**config.mk**
```make
export PLATFORM = sky130hd
export DESIGN_NAME = emg_noise_floor_peak_hold_detector
export DESIGN_NICKNAME = d
export VERILOG_FILES = /design/src/enfp_pkg.sv /design/src/emg_noise_floor_peak_hold_detector.sv /design/src/enfp_noise_ram.sv /design/src/enfp_floor.sv /design/src/enfp_peak.sv
export SDC_FILE = /design/constraint.sdc
export NUM_CORES = 1
export LEC_CHECK = 0
export BUFFER_PORTS_ARGS = -buffer_cell sky130_fd_sc_hd__clkbuf_2
export CORE_AREA = 2 2 254 256
export DETAILED_ROUTE_END_ITERATION = 8
export DIE_AREA = 0 0 256 258
export PLACE_DENSITY = 0.66
export SLEW_MARGIN = 20
export SYNTH_ARGS = -nofsm -noshare
export SYNTH_HDL_FRONTEND = slang
export SYNTH_SLANG_ARGS = --single-unit
```
**constraint.sdc**
```tcl
create_clock -name clk -period 6.3 [get_ports clk]
set_input_delay 0.945 -clock clk [delete_from_list [all_inputs] [get_ports clk]]
set_output_delay 0.945 -clock clk [all_outputs]
set_load 0.01 [all_outputs]
```
**src/enfp_pkg.sv**
```systemverilog
// Shared types and constants of the EMG noise floor and peak hold detector.
`default_nettype none

package enfp_pkg;

	// Build defaults for the top level parameters.
	localparam int CHANNELS_DEF     = 2;
	localparam int NOISE_DEPTH_DEF  = 16;
	localparam int NOISE_PRESET_DEF = 300;

	// Field widths.
	localparam int SAMPLE_W   = 10;
	localparam int TICKS_W    = 16;
	localparam int CFG_IDX_W  = 2;
	localparam int CFG_DATA_W = 16;

	// Register indexes of the configuration port.
	localparam logic [CFG_IDX_W-1:0] REG_PEAK_THRESHOLD = 2'd0;
	localparam logic [CFG_IDX_W-1:0] REG_HOLD_TICKS     = 2'd1;

	// Register reset values.
	localparam logic [SAMPLE_W-1:0] THR_RESET  = 10'd200;
	localparam logic [TICKS_W-1:0]  HOLD_RESET = 16'd1000;

	// The noise gate opens at the mean plus a third of the threshold.
	localparam int DAMPING = 3;
	localparam logic [SAMPLE_W-1:0] THR3_RESET = SAMPLE_W'(200 / DAMPING);
	// floor(x / 3) for any 10-bit x equals (x * 683) >> 11.
	localparam int DAMP_RECIP = 683;
	localparam int DAMP_SHIFT = 11;

	localparam logic [TICKS_W-1:0] TICK_MAX = 16'hFFFF;

	typedef enum logic {
		OP_SAMPLE = 1'b0,
		OP_TICK   = 1'b1
	} op_t;

	// An item leaving the noise floor tracker, with its updated mean.
	typedef struct packed {
		logic                valid;
		logic                tick;
		logic                ch;
		logic [SAMPLE_W-1:0] smp;
		logic [SAMPLE_W-1:0] mean;
	} floor_res_t;

	// One result item.
	typedef struct packed {
		logic                ch;
		logic [SAMPLE_W-1:0] amp;
		logic                active;
		logic                peak;
		logic                hold;
		logic [SAMPLE_W-1:0] mean;
	} result_t;

endpackage

`default_nettype wire

```
**src/emg_noise_floor_peak_hold_detector.sv**
```systemverilog
// Top level of the EMG noise floor and peak hold detector.
// A sample result passes the tracker stages s1 to s3, then the output register.
// Throughput: one request per cycle unless stalled; the noise store is read at
// acceptance, written back from s1; a slot forward covers back-to-back samples.
// Ticks and samples for an unbuilt channel give no result.
// Reset sets control state and config to reset values; the store needs no pass.
`default_nettype none

module emg_noise_floor_peak_hold_detector #(
	parameter int CHANNELS     = enfp_pkg::CHANNELS_DEF,
	parameter int NOISE_DEPTH  = enfp_pkg::NOISE_DEPTH_DEF,
	parameter int NOISE_PRESET = enfp_pkg::NOISE_PRESET_DEF
) (
	input  wire logic                            clk,
	input  wire logic                            arst_n,

	input  wire logic                            item_valid,
	output logic                                 item_stall,
	input  wire logic                            operation,
	input  wire logic                            channel,
	input  wire logic [enfp_pkg::SAMPLE_W-1:0]   sample,

	output logic                                 result_valid,
	input  wire logic                            result_stall,
	output logic                                 out_channel,
	output logic      [enfp_pkg::SAMPLE_W-1:0]   amplitude,
	output logic                                 active,
	output logic                                 peak,
	output logic                                 hold,
	output logic      [enfp_pkg::SAMPLE_W-1:0]   noise_mean,

	input  wire logic                            cfg_valid,
	output logic                                 cfg_ready,
	input  wire logic [enfp_pkg::CFG_IDX_W-1:0]  cfg_index,
	input  wire logic [enfp_pkg::CFG_DATA_W-1:0] cfg_data
);
	import enfp_pkg::*;

	localparam int D3W = SAMPLE_W + DAMP_SHIFT;

	// Configuration registers. The third of the threshold is formed once, at
	// write time, so the noise gate sees it as a plain register.
	logic [SAMPLE_W-1:0] thr_q;
	logic [SAMPLE_W-1:0] thr3_q;
	logic [TICKS_W-1:0]  hold_q;
	logic [D3W-1:0]      thr_mul;

	// Output register with its own valid; it parts the pipeline from the
	// downstream stall; requests enter while a result waits if no sample needs it.
	logic    result_valid_q;
	result_t result_q;

	floor_res_t fl_res;
	result_t    pk_res;
	logic       pk_valid;
	logic       adv;
	logic       accept;
	logic       ent_valid;
	logic       ent_tick;
	logic       ent_ch;

	assign cfg_ready = 1'b1;
	assign thr_mul   = D3W'(cfg_data[SAMPLE_W-1:0]) * D3W'(DAMP_RECIP);

	always_ff @(posedge clk or negedge arst_n) begin
		if (!arst_n) begin
			thr_q  <= THR_RESET;
			thr3_q <= THR3_RESET;
			hold_q <= HOLD_RESET;
		end else if (cfg_valid && cfg_ready) begin
			case (cfg_index)
				REG_PEAK_THRESHOLD: begin
					thr_q  <= cfg_data[SAMPLE_W-1:0];
					thr3_q <= thr_mul[DAMP_SHIFT +: SAMPLE_W];
				end
				REG_HOLD_TICKS: begin
					hold_q <= cfg_data[TICKS_W-1:0];
				end
				default: begin
				end
			endcase
		end
	end

	// The whole pipeline moves together. It stops only when the result
	// register is full, downstream is stalling, and the last stage holds a
	// sample that would need the register.
	assign adv        = !(result_valid_q && result_stall && pk_valid);
	assign item_stall = !adv;
	assign accept     = item_valid && !item_stall;

	// A sample for a channel that is not built is dropped at the door.
	assign ent_tick  = (operation == OP_TICK);
	assign ent_valid = accept && (ent_tick || (CHANNELS > 1) || (channel == 1'b0));
	assign ent_ch    = (CHANNELS > 1) ? channel : 1'b0;

	enfp_floor #(
		.CHANNELS     (CHANNELS),
		.NOISE_DEPTH  (NOISE_DEPTH),
		.NOISE_PRESET (NOISE_PRESET)
	) u_floor (
		.clk       (clk),
		.arst_n    (arst_n),
		.adv       (adv),
		.ent_valid (ent_valid),
		.ent_tick  (ent_tick),
		.ent_ch    (ent_ch),
		.ent_smp   (sample),
		.thr3      (thr3_q),
		.res       (fl_res)
	);

	enfp_peak #(
		.CHANNELS (CHANNELS)
	) u_peak (
		.clk        (clk),
		.arst_n     (arst_n),
		.adv        (adv),
		.item       (fl_res),
		.thr        (thr_q),
		.hold_ticks (hold_q),
		.res        (pk_res),
		.res_valid  (pk_valid)
	);

	always_ff @(posedge clk or negedge arst_n) begin
		if (!arst_n) begin
			result_valid_q <= 1'b0;
		end else if (adv && pk_valid) begin
			result_valid_q <= 1'b1;
		end else if (!result_stall) begin
			result_valid_q <= 1'b0;
		end
	end

	always_ff @(posedge clk) begin
		if (adv && pk_valid) begin
			result_q <= pk_res;
		end
	end

	assign result_valid = result_valid_q;
	assign out_channel  = result_q.ch;
	assign amplitude    = result_q.amp;
	assign active       = result_q.active;
	assign peak         = result_q.peak;
	assign hold         = result_q.hold;
	assign noise_mean   = result_q.mean;

endmodule

`default_nettype wire

```
**src/enfp_noise_ram.sv**
```systemverilog
// Noise sample ring store: one read and one write port, registered read data.
`default_nettype none

module enfp_noise_ram #(
	parameter int DEPTH  = enfp_pkg::CHANNELS_DEF * enfp_pkg::NOISE_DEPTH_DEF,
	parameter int AW     = $clog2(DEPTH),
	parameter int PRESET = enfp_pkg::NOISE_PRESET_DEF
) (
	input  wire logic                          clk,
	input  wire logic                          arst_n,
	input  wire logic                          rd_en,
	input  wire logic [AW-1:0]                 rd_addr,
	output logic      [enfp_pkg::SAMPLE_W-1:0] rd_data,
	input  wire logic                          wr_en,
	input  wire logic [AW-1:0]                 wr_addr,
	input  wire logic [enfp_pkg::SAMPLE_W-1:0] wr_data
);
	import enfp_pkg::*;

	logic [SAMPLE_W-1:0] mem [DEPTH];
	logic [DEPTH-1:0]    valid_q;
	logic [SAMPLE_W-1:0] rd_q;
	logic                rd_valid_q;

	always_ff @(posedge clk) begin
		if (wr_en) begin
			mem[wr_addr] <= wr_data;
		end
		if (rd_en) begin
			rd_q <= mem[rd_addr];
		end
	end

	// An entry that was never written holds the preset value.
	always_ff @(posedge clk or negedge arst_n) begin
		if (!arst_n) begin
			valid_q    <= '0;
			rd_valid_q <= 1'b0;
		end else begin
			if (wr_en) begin
				valid_q[wr_addr] <= 1'b1;
			end
			if (rd_en) begin
				rd_valid_q <= valid_q[rd_addr];
			end
		end
	end

	assign rd_data = rd_valid_q ? rd_q : SAMPLE_W'(PRESET);

endmodule

`default_nettype wire

```
**src/enfp_floor.sv**
```systemverilog
// Noise floor tracker: ring read, gated push, running sum and mean.
`default_nettype none

module enfp_floor #(
	parameter int CHANNELS     = enfp_pkg::CHANNELS_DEF,
	parameter int NOISE_DEPTH  = enfp_pkg::NOISE_DEPTH_DEF,
	parameter int NOISE_PRESET = enfp_pkg::NOISE_PRESET_DEF
) (
	input  wire logic                          clk,
	input  wire logic                          arst_n,
	input  wire logic                          adv,
	input  wire logic                          ent_valid,
	input  wire logic                          ent_tick,
	input  wire logic                          ent_ch,
	input  wire logic [enfp_pkg::SAMPLE_W-1:0] ent_smp,
	input  wire logic [enfp_pkg::SAMPLE_W-1:0] thr3,
	output enfp_pkg::floor_res_t               res
);
	import enfp_pkg::*;

	localparam int SW   = $clog2(NOISE_DEPTH * 1023 + 1);
	localparam int SLW  = $clog2(NOISE_DEPTH);
	localparam int AW   = $clog2(CHANNELS * NOISE_DEPTH);
	localparam int LW   = $clog2(NOISE_DEPTH * 1024 + 1);
	localparam int KW   = SAMPLE_W + 2;
	localparam int DIVK = SW + SLW;
	localparam int MW   = SW + 1;
	localparam int PRW  = SW + MW;
	localparam longint RECIP_VAL =
		((longint'(1) << DIVK) + longint'(NOISE_DEPTH) - 1) / longint'(NOISE_DEPTH);
	localparam logic [MW-1:0]  RECIP     = MW'(RECIP_VAL);
	localparam logic [SW-1:0]  SUM_RESET = SW'(NOISE_DEPTH * NOISE_PRESET);
	localparam logic [SW-1:0]  SUM_MAX   = SW'(NOISE_DEPTH * 1023);
	localparam logic [SLW-1:0] SLOT_LAST = SLW'(NOISE_DEPTH - 1);
	localparam logic [LW-1:0]  DEPTH_L   = LW'(NOISE_DEPTH);

	logic [SW-1:0]  sum_q [CHANNELS];
	logic [SLW-1:0] slot_q [CHANNELS];

	logic                v_s1, tick_s1, ch_s1;
	logic [SAMPLE_W-1:0] smp_s1;
	logic [AW-1:0]       addr_s1;
	logic                v_s2, tick_s2, ch_s2;
	logic [SAMPLE_W-1:0] smp_s2;
	logic [SW-1:0]       sum_s2;
	logic                v_s3, tick_s3, ch_s3;
	logic [SAMPLE_W-1:0] smp_s3;
	logic [PRW-1:0]      prod_s3;

	logic [SAMPLE_W-1:0] rd_data;
	logic [SW-1:0]       sum_cur, new_sum;
	logic [SLW-1:0]      slot_cur, slot_nxt, ent_slot;
	logic [KW-1:0]       kx;
	logic [LW-1:0]       lim;
	logic                push, sample_go, do_push, rd_en;
	logic [AW-1:0]       ent_addr;

	// mean >= k is the same as sum >= depth * k, so the gate needs no mean.
	assign sum_cur   = sum_q[ch_s1];
	assign slot_cur  = slot_q[ch_s1];
	assign kx        = KW'(smp_s1) + KW'(1) - KW'(thr3);
	assign lim       = LW'(DEPTH_L * LW'(kx[SAMPLE_W:0]));
	assign push      = kx[KW-1] || (kx == '0) || (LW'(sum_cur) >= lim);
	assign sample_go = v_s1 && !tick_s1;
	assign do_push   = sample_go && push;
	assign new_sum   = sum_cur - SW'(rd_data) + SW'(smp_s1);
	assign slot_nxt  = (slot_cur == SLOT_LAST) ? '0 : slot_cur + 1'b1;

	// The slot of an entering item sees a push of the item just ahead.
	assign ent_slot = (do_push && (ch_s1 == ent_ch)) ? slot_nxt : slot_q[ent_ch];
	assign ent_addr = AW'(AW'(ent_ch) * AW'(NOISE_DEPTH)) + AW'(ent_slot);
	assign rd_en    = adv && ent_valid && !ent_tick;

	enfp_noise_ram #(
		.DEPTH  (CHANNELS * NOISE_DEPTH),
		.AW     (AW),
		.PRESET (NOISE_PRESET)
	) u_ram (
		.clk     (clk),
		.arst_n  (arst_n),
		.rd_en   (rd_en),
		.rd_addr (ent_addr),
		.rd_data (rd_data),
		.wr_en   (adv && do_push),
		.wr_addr (addr_s1),
		.wr_data (smp_s1)
	);

	always_ff @(posedge clk or negedge arst_n) begin
		if (!arst_n) begin
			v_s1 <= 1'b0;
			v_s2 <= 1'b0;
			v_s3 <= 1'b0;
			for (int c = 0; c < CHANNELS; c++) begin
				sum_q[c]  <= SUM_RESET;
				slot_q[c] <= '0;
			end
		end else if (adv) begin
			v_s1 <= ent_valid;
			v_s2 <= v_s1;
			v_s3 <= v_s2;
			if (do_push) begin
				sum_q[ch_s1]  <= new_sum;
				slot_q[ch_s1] <= slot_nxt;
			end
		end
	end

	always_ff @(posedge clk) begin
		if (adv) begin
			tick_s1 <= ent_tick;
			ch_s1   <= ent_ch;
			smp_s1  <= ent_smp;
			addr_s1 <= ent_addr;
			tick_s2 <= tick_s1;
			ch_s2   <= ch_s1;
			smp_s2  <= smp_s1;
			sum_s2  <= do_push ? new_sum : sum_cur;
			tick_s3 <= tick_s2;
			ch_s3   <= ch_s2;
			smp_s3  <= smp_s2;
			prod_s3 <= PRW'(sum_s2) * PRW'(RECIP);
		end
	end

	assign res.valid = v_s3;
	assign res.tick  = tick_s3;
	assign res.ch    = ch_s3;
	assign res.smp   = smp_s3;
	assign res.mean  = prod_s3[DIVK +: SAMPLE_W];

	a_no_ram_collision: assert property (@(posedge clk) disable iff (!arst_n)
		(rd_en && adv && do_push) |-> (ent_addr != addr_s1))
		else $error("noise store read and write hit the same entry");

	for (genvar c = 0; c < CHANNELS; c++) begin : g_chk
		a_slot_range: assert property (@(posedge clk) disable iff (!arst_n)
			slot_q[c] <= SLOT_LAST)
			else $error("write slot beyond ring depth");
		a_sum_range: assert property (@(posedge clk) disable iff (!arst_n)
			sum_q[c] <= SUM_MAX)
			else $error("noise sum beyond ring capacity");
	end

endmodule

`default_nettype wire

```
**src/enfp_peak.sv**
```systemverilog
// Peak and hold tracker: amplitude, threshold crossings and hold timers.
`default_nettype none

module enfp_peak #(
	parameter int CHANNELS = enfp_pkg::CHANNELS_DEF
) (
	input  wire logic                          clk,
	input  wire logic                          arst_n,
	input  wire logic                          adv,
	input  wire enfp_pkg::floor_res_t          item,
	input  wire logic [enfp_pkg::SAMPLE_W-1:0] thr,
	input  wire logic [enfp_pkg::TICKS_W-1:0]  hold_ticks,
	output enfp_pkg::result_t                  res,
	output logic                               res_valid
);
	import enfp_pkg::*;

	logic [SAMPLE_W-1:0] last_q [CHANNELS];
	logic                peak_q [CHANNELS];
	logic                hold_q [CHANNELS];
	logic                run_q  [CHANNELS];
	logic [TICKS_W-1:0]  cnt_q  [CHANNELS];

	logic [SAMPLE_W-1:0] amp, prev;
	logic                n_peak, n_hold, n_run;
	logic [TICKS_W-1:0]  n_cnt;

	always_comb begin
		amp    = (item.smp > item.mean) ? item.smp - item.mean : '0;
		prev   = last_q[item.ch];
		n_peak = peak_q[item.ch];
		n_hold = hold_q[item.ch];
		n_run  = run_q[item.ch];
		n_cnt  = cnt_q[item.ch];
		if (amp == '0) begin
			n_peak = 1'b0;
			n_hold = 1'b0;
			n_run  = 1'b0;
		end else begin
			if (n_run && (n_cnt >= hold_ticks) && !n_hold) begin
				n_hold = 1'b1;
				n_run  = 1'b0;
			end
			if ((prev < thr) && (amp >= thr)) begin
				n_run = 1'b1;
				n_cnt = '0;
				if (CHANNELS > 1) begin
					n_peak = 1'b1;
				end
			end else if ((prev >= thr) && (amp < thr)) begin
				n_run = 1'b0;
				// A one-channel build marks the peak at its falling edge.
				if (CHANNELS == 1) begin
					if (!n_hold) begin
						n_peak = 1'b1;
					end
				end else begin
					n_peak = 1'b0;
				end
			end
		end
	end

	always_ff @(posedge clk or negedge arst_n) begin
		if (!arst_n) begin
			for (int c = 0; c < CHANNELS; c++) begin
				last_q[c] <= '0;
				peak_q[c] <= 1'b0;
				hold_q[c] <= 1'b0;
				run_q[c]  <= 1'b0;
				cnt_q[c]  <= '0;
			end
		end else if (adv && item.valid) begin
			if (item.tick) begin
				for (int c = 0; c < CHANNELS; c++) begin
					if (run_q[c] && (cnt_q[c] != TICK_MAX)) begin
						cnt_q[c] <= cnt_q[c] + 1'b1;
					end
				end
			end else begin
				last_q[item.ch] <= amp;
				peak_q[item.ch] <= n_peak;
				hold_q[item.ch] <= n_hold;
				run_q[item.ch]  <= n_run;
				cnt_q[item.ch]  <= n_cnt;
			end
		end
	end

	assign res_valid  = item.valid && !item.tick;
	assign res.ch     = item.ch;
	assign res.amp    = amp;
	assign res.active = (amp != '0);
	assign res.peak   = n_peak;
	assign res.hold   = n_hold;
	assign res.mean   = item.mean;

	a_idle_clears: assert property (@(posedge clk) disable iff (!arst_n)
		(res_valid && !res.active) |-> (!res.peak && !res.hold))
		else $error("inactive sample left peak or hold set");

	a_hold_needs_time: assert property (@(posedge clk) disable iff (!arst_n)
		(res_valid && !hold_q[item.ch] && n_hold) |->
		(run_q[item.ch] && (cnt_q[item.ch] >= hold_ticks)))
		else $error("hold set before the timer reached hold time");

	a_timer_saturates: assert property (@(posedge clk) disable iff (!arst_n)
		(adv && item.valid && item.tick && (cnt_q[0] == TICK_MAX)) |=>
		(cnt_q[0] == TICK_MAX))
		else $error("hold timer wrapped");

endmodule

`default_nettype wire
```
==> Yosys cells after proc, flatten, opt, wreduce, memory -nomap -nowiden <==
Memories as Yosys holds them, arrays and structs flattened. A register that Yosys moved wholly into a read port is not among the register bits.
Index checks and enable logic that the tools add are counted.
{ "classes": {"add_sub_neg": 9, "multipliers": 1, "magnitude_cmp": 15, "eq_ne": 8, "n_mux": 68, "n_bitwise": 6, "n_reduce_logical": 38} }
{ "op_table": {"columns": ["cell", "n"], "rows": [
  ["$mux W16", 8],
  ["$mux W14", 5],
  ["$mux W10", 6],
  ["$mux W4", 9],
  ["$add A16 B1 Y16 const B", 2],
  ["$bwmux W32", 1],
  ["$mux W32", 1],
  ["$ne A16 B16 Y1 const B", 2],
  ["$or A32 B32 Y32", 1],
  ["$bwmux W28", 1],
  ["$mux W1", 25],
  ["$logic_and A1 B1 Y1", 21],
  ["$bwmux W20", 1],
  ["$ge A10 B10 Y1", 2],
  ["$lt A10 B10 Y1", 2],
  ["$mul A10 B10 Y20 const B", 1],
  ["$demux W16 S1", 1],
  ["$ge A16 B16 Y1", 1],
  ["$ge A14 B15 Y1", 1],
  ["$add A14 B10 Y14", 1],
  ["$demux W14 S1", 1],
  ["$sub A14 B10 Y14", 1],
  ["$logic_not A12 Y1", 1],
  ["$lt A5 B6 Y1 const B", 2],
  ["28 further kinds", 48]
]} }
{ "word_totals": {"register_bits": 259, "ramBits": 320, "inputBits": 35, "output_inout_bits": 27, "mem_count": 1} }
{ "memory_table": {"columns": ["memory", "words", "width", "rd", "rd_ports_with_merged_regs", "wr", "line", "text"], "rows": [
  ["u_floor.u_ram.mem", 32, 10, 1, 1, 1, "enfp_noise_ram.sv:20", "logic [SAMPLE_W-1:0] mem [DEPTH];"]
]} }

==> Logic depth before layout (Yosys ltp) <==
{ "logic_depth": {"depth_word": 12, "ltp_mapped": 27} }

==> Modules after synthesis <==
Synthesis repeated with hierarchy kept, for this count alone.
{ "unflattened": {"cells_unflattened": 2114, "hier_area_um2": 29166.7} }
{ "modules_own_cells": {"columns": ["mod", "instances", "cells_each", "area_each_um2"], "rows": [
  ["enfp_noise_ram", 1, 631, 14096.0],
  ["enfp_floor", 1, 490, 5858.1],
  ["enfp_peak", 1, 672, 5333.9],
  ["emg_noise_floor_peak_hold_detector", 1, 321, 3878.7]
]} }

==> Worst setup path after synthesis <==
Ideal clock, no wire load.
{ "synth_path": {"path_type": "input port to flip-flop", "start": "in result_stall", "end": "mem u_floor.u_ram.mem[4][0], enable pin", "arrival_time_ps": 5292, "path_slack_ps": 617, "stages": 7, "path_cell_list": "nand2_1 -> or2_2 -> clkbuf_1 -> clkinv_1 -> nor3_2 -> nand3b_1 -> nor3_1"} }
{ "synth_between": {"elab_chain_len": 6} }
{ "synth_lines": {"columns": ["item", "line", "text"], "rows": [
  ["start, declared", "emg_noise_floor_peak_hold_detector.sv:24", "input wire logic result_stall,"],
  ["$logic_and A1 B1 Y1 (2 in a row)", "emg_noise_floor_peak_hold_detector.sv:88", "assign adv = !(result_valid_q && result_stall && pk_valid);"],
  ["via item_stall", "emg_noise_floor_peak_hold_detector.sv:18", "output logic item_stall,"],
  ["$logic_not A1 Y1", "emg_noise_floor_peak_hold_detector.sv:88", null],
  ["$logic_and A1 B1 Y1", "enfp_floor.sv:84", ".wr_en (adv && do_push),"],
  ["$mux W1", "enfp_noise_ram.sv:26", "if (wr_en) begin"],
  ["$mux W1 (not written as such)", "enfp_noise_ram.sv:27", "mem[wr_addr] <= wr_data;"],
  ["end, declared", "enfp_noise_ram.sv:20", null]
]} }
The timed path passes the listed nets, and every way through them passes these cells.

==> Worst setup path in the final report <==
{ "layout_path": {"start": "reg u_floor.smp_s1[2]", "end": "reg u_floor.u_ram.rd_q[3], read port of u_floor.u_ram.mem, data pin"} }
{ "layout_between": {"elab_chain_len": 9, "elab_cells_between_ends": 10} }
{ "layout_lines": {"columns": ["item", "line", "text"], "rows": [
  ["start, declared", "enfp_floor.sv:41", "logic [SAMPLE_W-1:0] smp_s1;"],
  ["start signal, assigned", "enfp_floor.sv:113", "smp_s1 <= ent_smp;"],
  ["$add A10 B1 Y11 *", "enfp_floor.sv:61", "assign kx = KW'(smp_s1) + KW'(1) - KW'(thr3);"],
  ["$sub A12 B9 Y12 *", "enfp_floor.sv:61", null],
  ["branches (longest 2 deep; another with $ge A14 B15 Y1)", null, null],
  ["$logic_or A1 B1 Y1 *", "enfp_floor.sv:63", "assign push = kx[KW-1] || (kx == '0) || (LW'(sum_cur) >= lim);"],
  ["$logic_and A1 B1 Y1 *", "enfp_floor.sv:65", "assign do_push = sample_go && push;"],
  ["$logic_and A1 B1 Y1 *", "enfp_floor.sv:70", "assign ent_slot = (do_push && (ch_s1 == ent_ch)) ? slot_nxt : slot_q[ent_ch];"],
  ["$mux W4 *", "enfp_floor.sv:70", null],
  ["$add A5 B4 Y5 *", "enfp_floor.sv:71", "assign ent_addr = AW'(AW'(ent_ch) * AW'(NOISE_DEPTH)) + AW'(ent_slot);"],
  ["end, declared", "enfp_noise_ram.sv:22", "logic [SAMPLE_W-1:0] rd_q;"]
]} }
Mark *: on every way between the ends.
A chain may end at the register's enable or synchronous reset.

==> metrics.txt <==
Most used DFF post-synth edfxtp_1; Vias/cell 5.54; Worst-Skew Late Latency 0.64 ns; Final Max Slew Viols 0; Total GRT Usage 0.208; Core ar. 63600 um^2; Worst setup SP type flop; worst hold slack 0.319 ns; Syn Area/Cell 12.5 um^2; kind of critical path reg2reg; Clk pin slew, worst setup/hold paths 0.06 ns; fin crit share 0.925; Final Skew 0.0514 ns; Inserted Clock Buffers 60; met1 global-route usage 0.271; routing usage on met3 0.0374; P per Cell Area 454 nW/um^2; CTS tree done; # hold bufs at CTS 0; met2 Track Usage GR 0.348; Final min period 5.83 ns; Clock Power Share 0.256; fin util 0.502; first-pass GRT wire length 107000 um; setup_tns 0 ns; Die W 256 um; # fillers 5455; drt first pass iters 5; HP Class in2async; area delta synth->final 12.8%; worst r2r src u_floor.smp_s1[2]$_DFFE_PN_; drt drc 0; layout cells sized above 1 0.147; total power draw 14.5 mW; Yosys top cell by area edfxtp_1; relative slew slack 0.320; Sequential Area 16600 um^2; Switching Fraction 0.367; outcome complete, no violations; largest net degree at the start of global routing 93; worst reg2reg setup slack 0.47 ns; endpoints failing hold 0; Ports 62; unrepaired setup endpoints after global routing no; DRT Wirelength 68900 um; P_sw 5.31 mW; antenna-violating nets left 0; Post-synth EDFFs 414; total global routing overflow 0; hpwl dp 46500 um; Final setup viols 0; Area contributors post-synth edfxtp_1 44%, dfrtp_1 13%, mux2i_1 6.6%; routability cong. 0.883; Seq/Total Area, Yosys 0.587; die height 258 um; P_int 9.18 mW; Initial Util 0.445; PortBufs 60; Seq cells post-synth 580; vias in the first global route 18200; initial antenna violation count 2; # diodes 0; Lkg Pwr 13.6 nW; CP required 6.81 ns; Yosys top cell area share 0.439; Final #Nets 2577; sequential power share 0.348; RR Endpoint u_floor.u_ram.rd_q[3]$_DFFE_PP_; R2R cell count 22; CTS sink count 580; highest clock rate 0.172 GHz; ys async rst share 0.286; YS warnings 0; CTS root buf clkbuf_16; syn_nets 2483; routed length per instance 21.1 um; die area 66000 um^2; area of the multi-input gates 10700 um^2; routed via count 18100; Max-Cap Viols 0; drt initial violations 1582; element type at the critical path end flop; CP max FO 65; Bufs on Longest Clock Path 3; crit path DAT 6.34 ns; VDD IR max 285 uV; Clock H-tree levels 2; row count 93; Worst Tran Pin Value 1.02 ns; gr busiest metal met2; Synth Instances 2271; Gate power share 0.395; placed inst area 29800 um^2; post-CTS setup buffer count 0; Post-Syn Area 28300 um^2; Final Instance Area 31900 um^2; # resized after CTS 0; Yosys cell types 72
-- power groups by stage --
stage                     clock network [mW]  logic, mW  registers, mW
after floorplan                            0       4.11           5.03
after global placement                     0       5.56           5.10
after detailed placement                   0       5.70           5.12
after CTS                               3.77       5.74           5.05
after global routing                    3.91       6.33           5.11
final                                   3.71       5.73           5.05
-- layer usage --
metal | part of all wire | vias up
li1 | - | 8404
met1 | 0.42 | 9056
met2 | 0.48 | 562
met3 | 0.065 | 115
met4 | 0.038 | 0
met5 | 0 | -
-- worst max-delay path by stage --
| stage | start | endpoint | cells past startpoint |
|---|---|---|---|
| CTS | u_floor.smp_s1[2]$_DFFE_PN_ | u_floor.u_ram.rd_q[3]$_DFFE_PP_ | 22 |
| global route | u_floor.smp_s1[2]$_DFFE_PN_ | u_floor.u_ram.rd_q[3]$_DFFE_PP_ | 21 |
| global placement | u_floor.smp_s1[2]$_DFFE_PN_ | u_floor.u_ram.rd_q[3]$_DFFE_PP_ | 22 |
| floorplan | result_stall | u_floor.u_ram.mem[4][0]$_DFFE_PP_ | 7 |
| finish | u_floor.smp_s1[2]$_DFFE_PN_ | u_floor.u_ram.rd_q[3]$_DFFE_PP_ | 22 |
| detailed placement | u_floor.smp_s1[2]$_DFFE_PN_ | u_floor.u_ram.rd_q[3]$_DFFE_PP_ | 22 |
-- cell usage after synthesis, types with 12 or more instances --
| master | count |
|---|---|
| a211o_1 | 24 |
| a211oi_1 | 16 |
| a21o_1 | 27 |
| a21oi_1 | 38 |
| a22o_1 | 30 |
| a311oi_1 | 20 |
| a31oi_1 | 12 |
| and3_1 | 60 |
| clkbuf_1 | 61 |
| dfrtp_1 | 147 |
| dfstp_2 | 19 |
| edfxtp_1 | 414 |
| fa_1 | 34 |
| ha_1 | 143 |
| inv_1 | 149 |
| mux2_2 | 64 |
| mux2i_1 | 186 |
| nand2_1 | 324 |
| nand3_1 | 57 |
| nor2_1 | 77 |
| nor2b_1 | 15 |
| nor3_1 | 17 |
| o21ai_0 | 79 |
| or2_2 | 40 |
| xnor2_1 | 33 |
-- critical path, stage by stage, from the launching register on --
cell	delay [ns]
edfxtp_1	0.47
buf_4	0.27
nand3_1	0.12
xnor2_1	0.14
ha_1	0.36
o21ai_1	0.10
a2111oi_0	0.55
a311oi_2	0.13
ha_1	0.34
o21ai_0	0.17
nor2_1	0.06
nor4_1	0.18
o21ai_0	0.12
a31oi_1	0.23
o211ai_2	0.17
nand3_2	0.18
mux2i_4	0.38
buf_12	0.40
mux2i_1	0.16
mux2i_1	0.31
mux2i_1	0.18
o2111ai_1	0.38
o311a_1	0.24
-- per-stage QoR --
stage	setup WS (ns)	std cells
after detailed placement	0.562	3158
final	0.471	3271
after floorplan	0.617	2271
after CTS	0.514	3271
after global routing	0.0404	3271
after global placement	0.566	3158
-- state kept, by name (all words and copies together), names as in the netlist, 16 cells and up --
register	flops
hold_q	16
u_floor.sum_q	28
u_floor.u_ram.mem	320
u_floor.u_ram.valid_q	32
u_peak.cnt_q	32
u_peak.last_q	20
-- cells in the final DEF (no fill, tap or decap), types with 61 or more instances in the layout --
| cell type | count |
|---|---|
| nor2_1 | 74 |
| mux2i_1 | 185 |
| clkbuf_16 | 61 |
| nand2_1 | 324 |
| dfrtp_1 | 147 |
| buf_4 | 62 |
| o21ai_0 | 79 |
| inv_1 | 149 |
| edfxtp_1 | 414 |
| ha_1 | 143 |
| mux2_2 | 64 |
-- area by class of cell --
cell class | count | area share
multi-input combinational | 1444 | 0.337
clock inverter | 33 | 0.0135
tap | 855 | 0.0335
timing repair buffer | 126 | 0.0267
inverter | 153 | 0.0180
sequential | 580 | 0.520
clock buffer | 80 | 0.0519
-- kinds of logic (layout without fill, tap and decap cells) --
| family | after synthesis | after routing | share of synthesized area |
|---|---|---|---|
| compound gates | 321 | 321 | 0.0797 |
| xor+xnor | 40 | 40 | 0.0124 |
| simple gates | 654 | 654 | 0.107 |
| other cells | 1 | 1 | 0.000132 |
| mux | 251 | 251 | 0.0917 |
| flops | 580 | 580 | 0.587 |
| buf+inv | 247 | 392 | 0.0353 |
| fa+ha+maj | 177 | 177 | 0.0872 |
(Power assumes the default switching activity.)
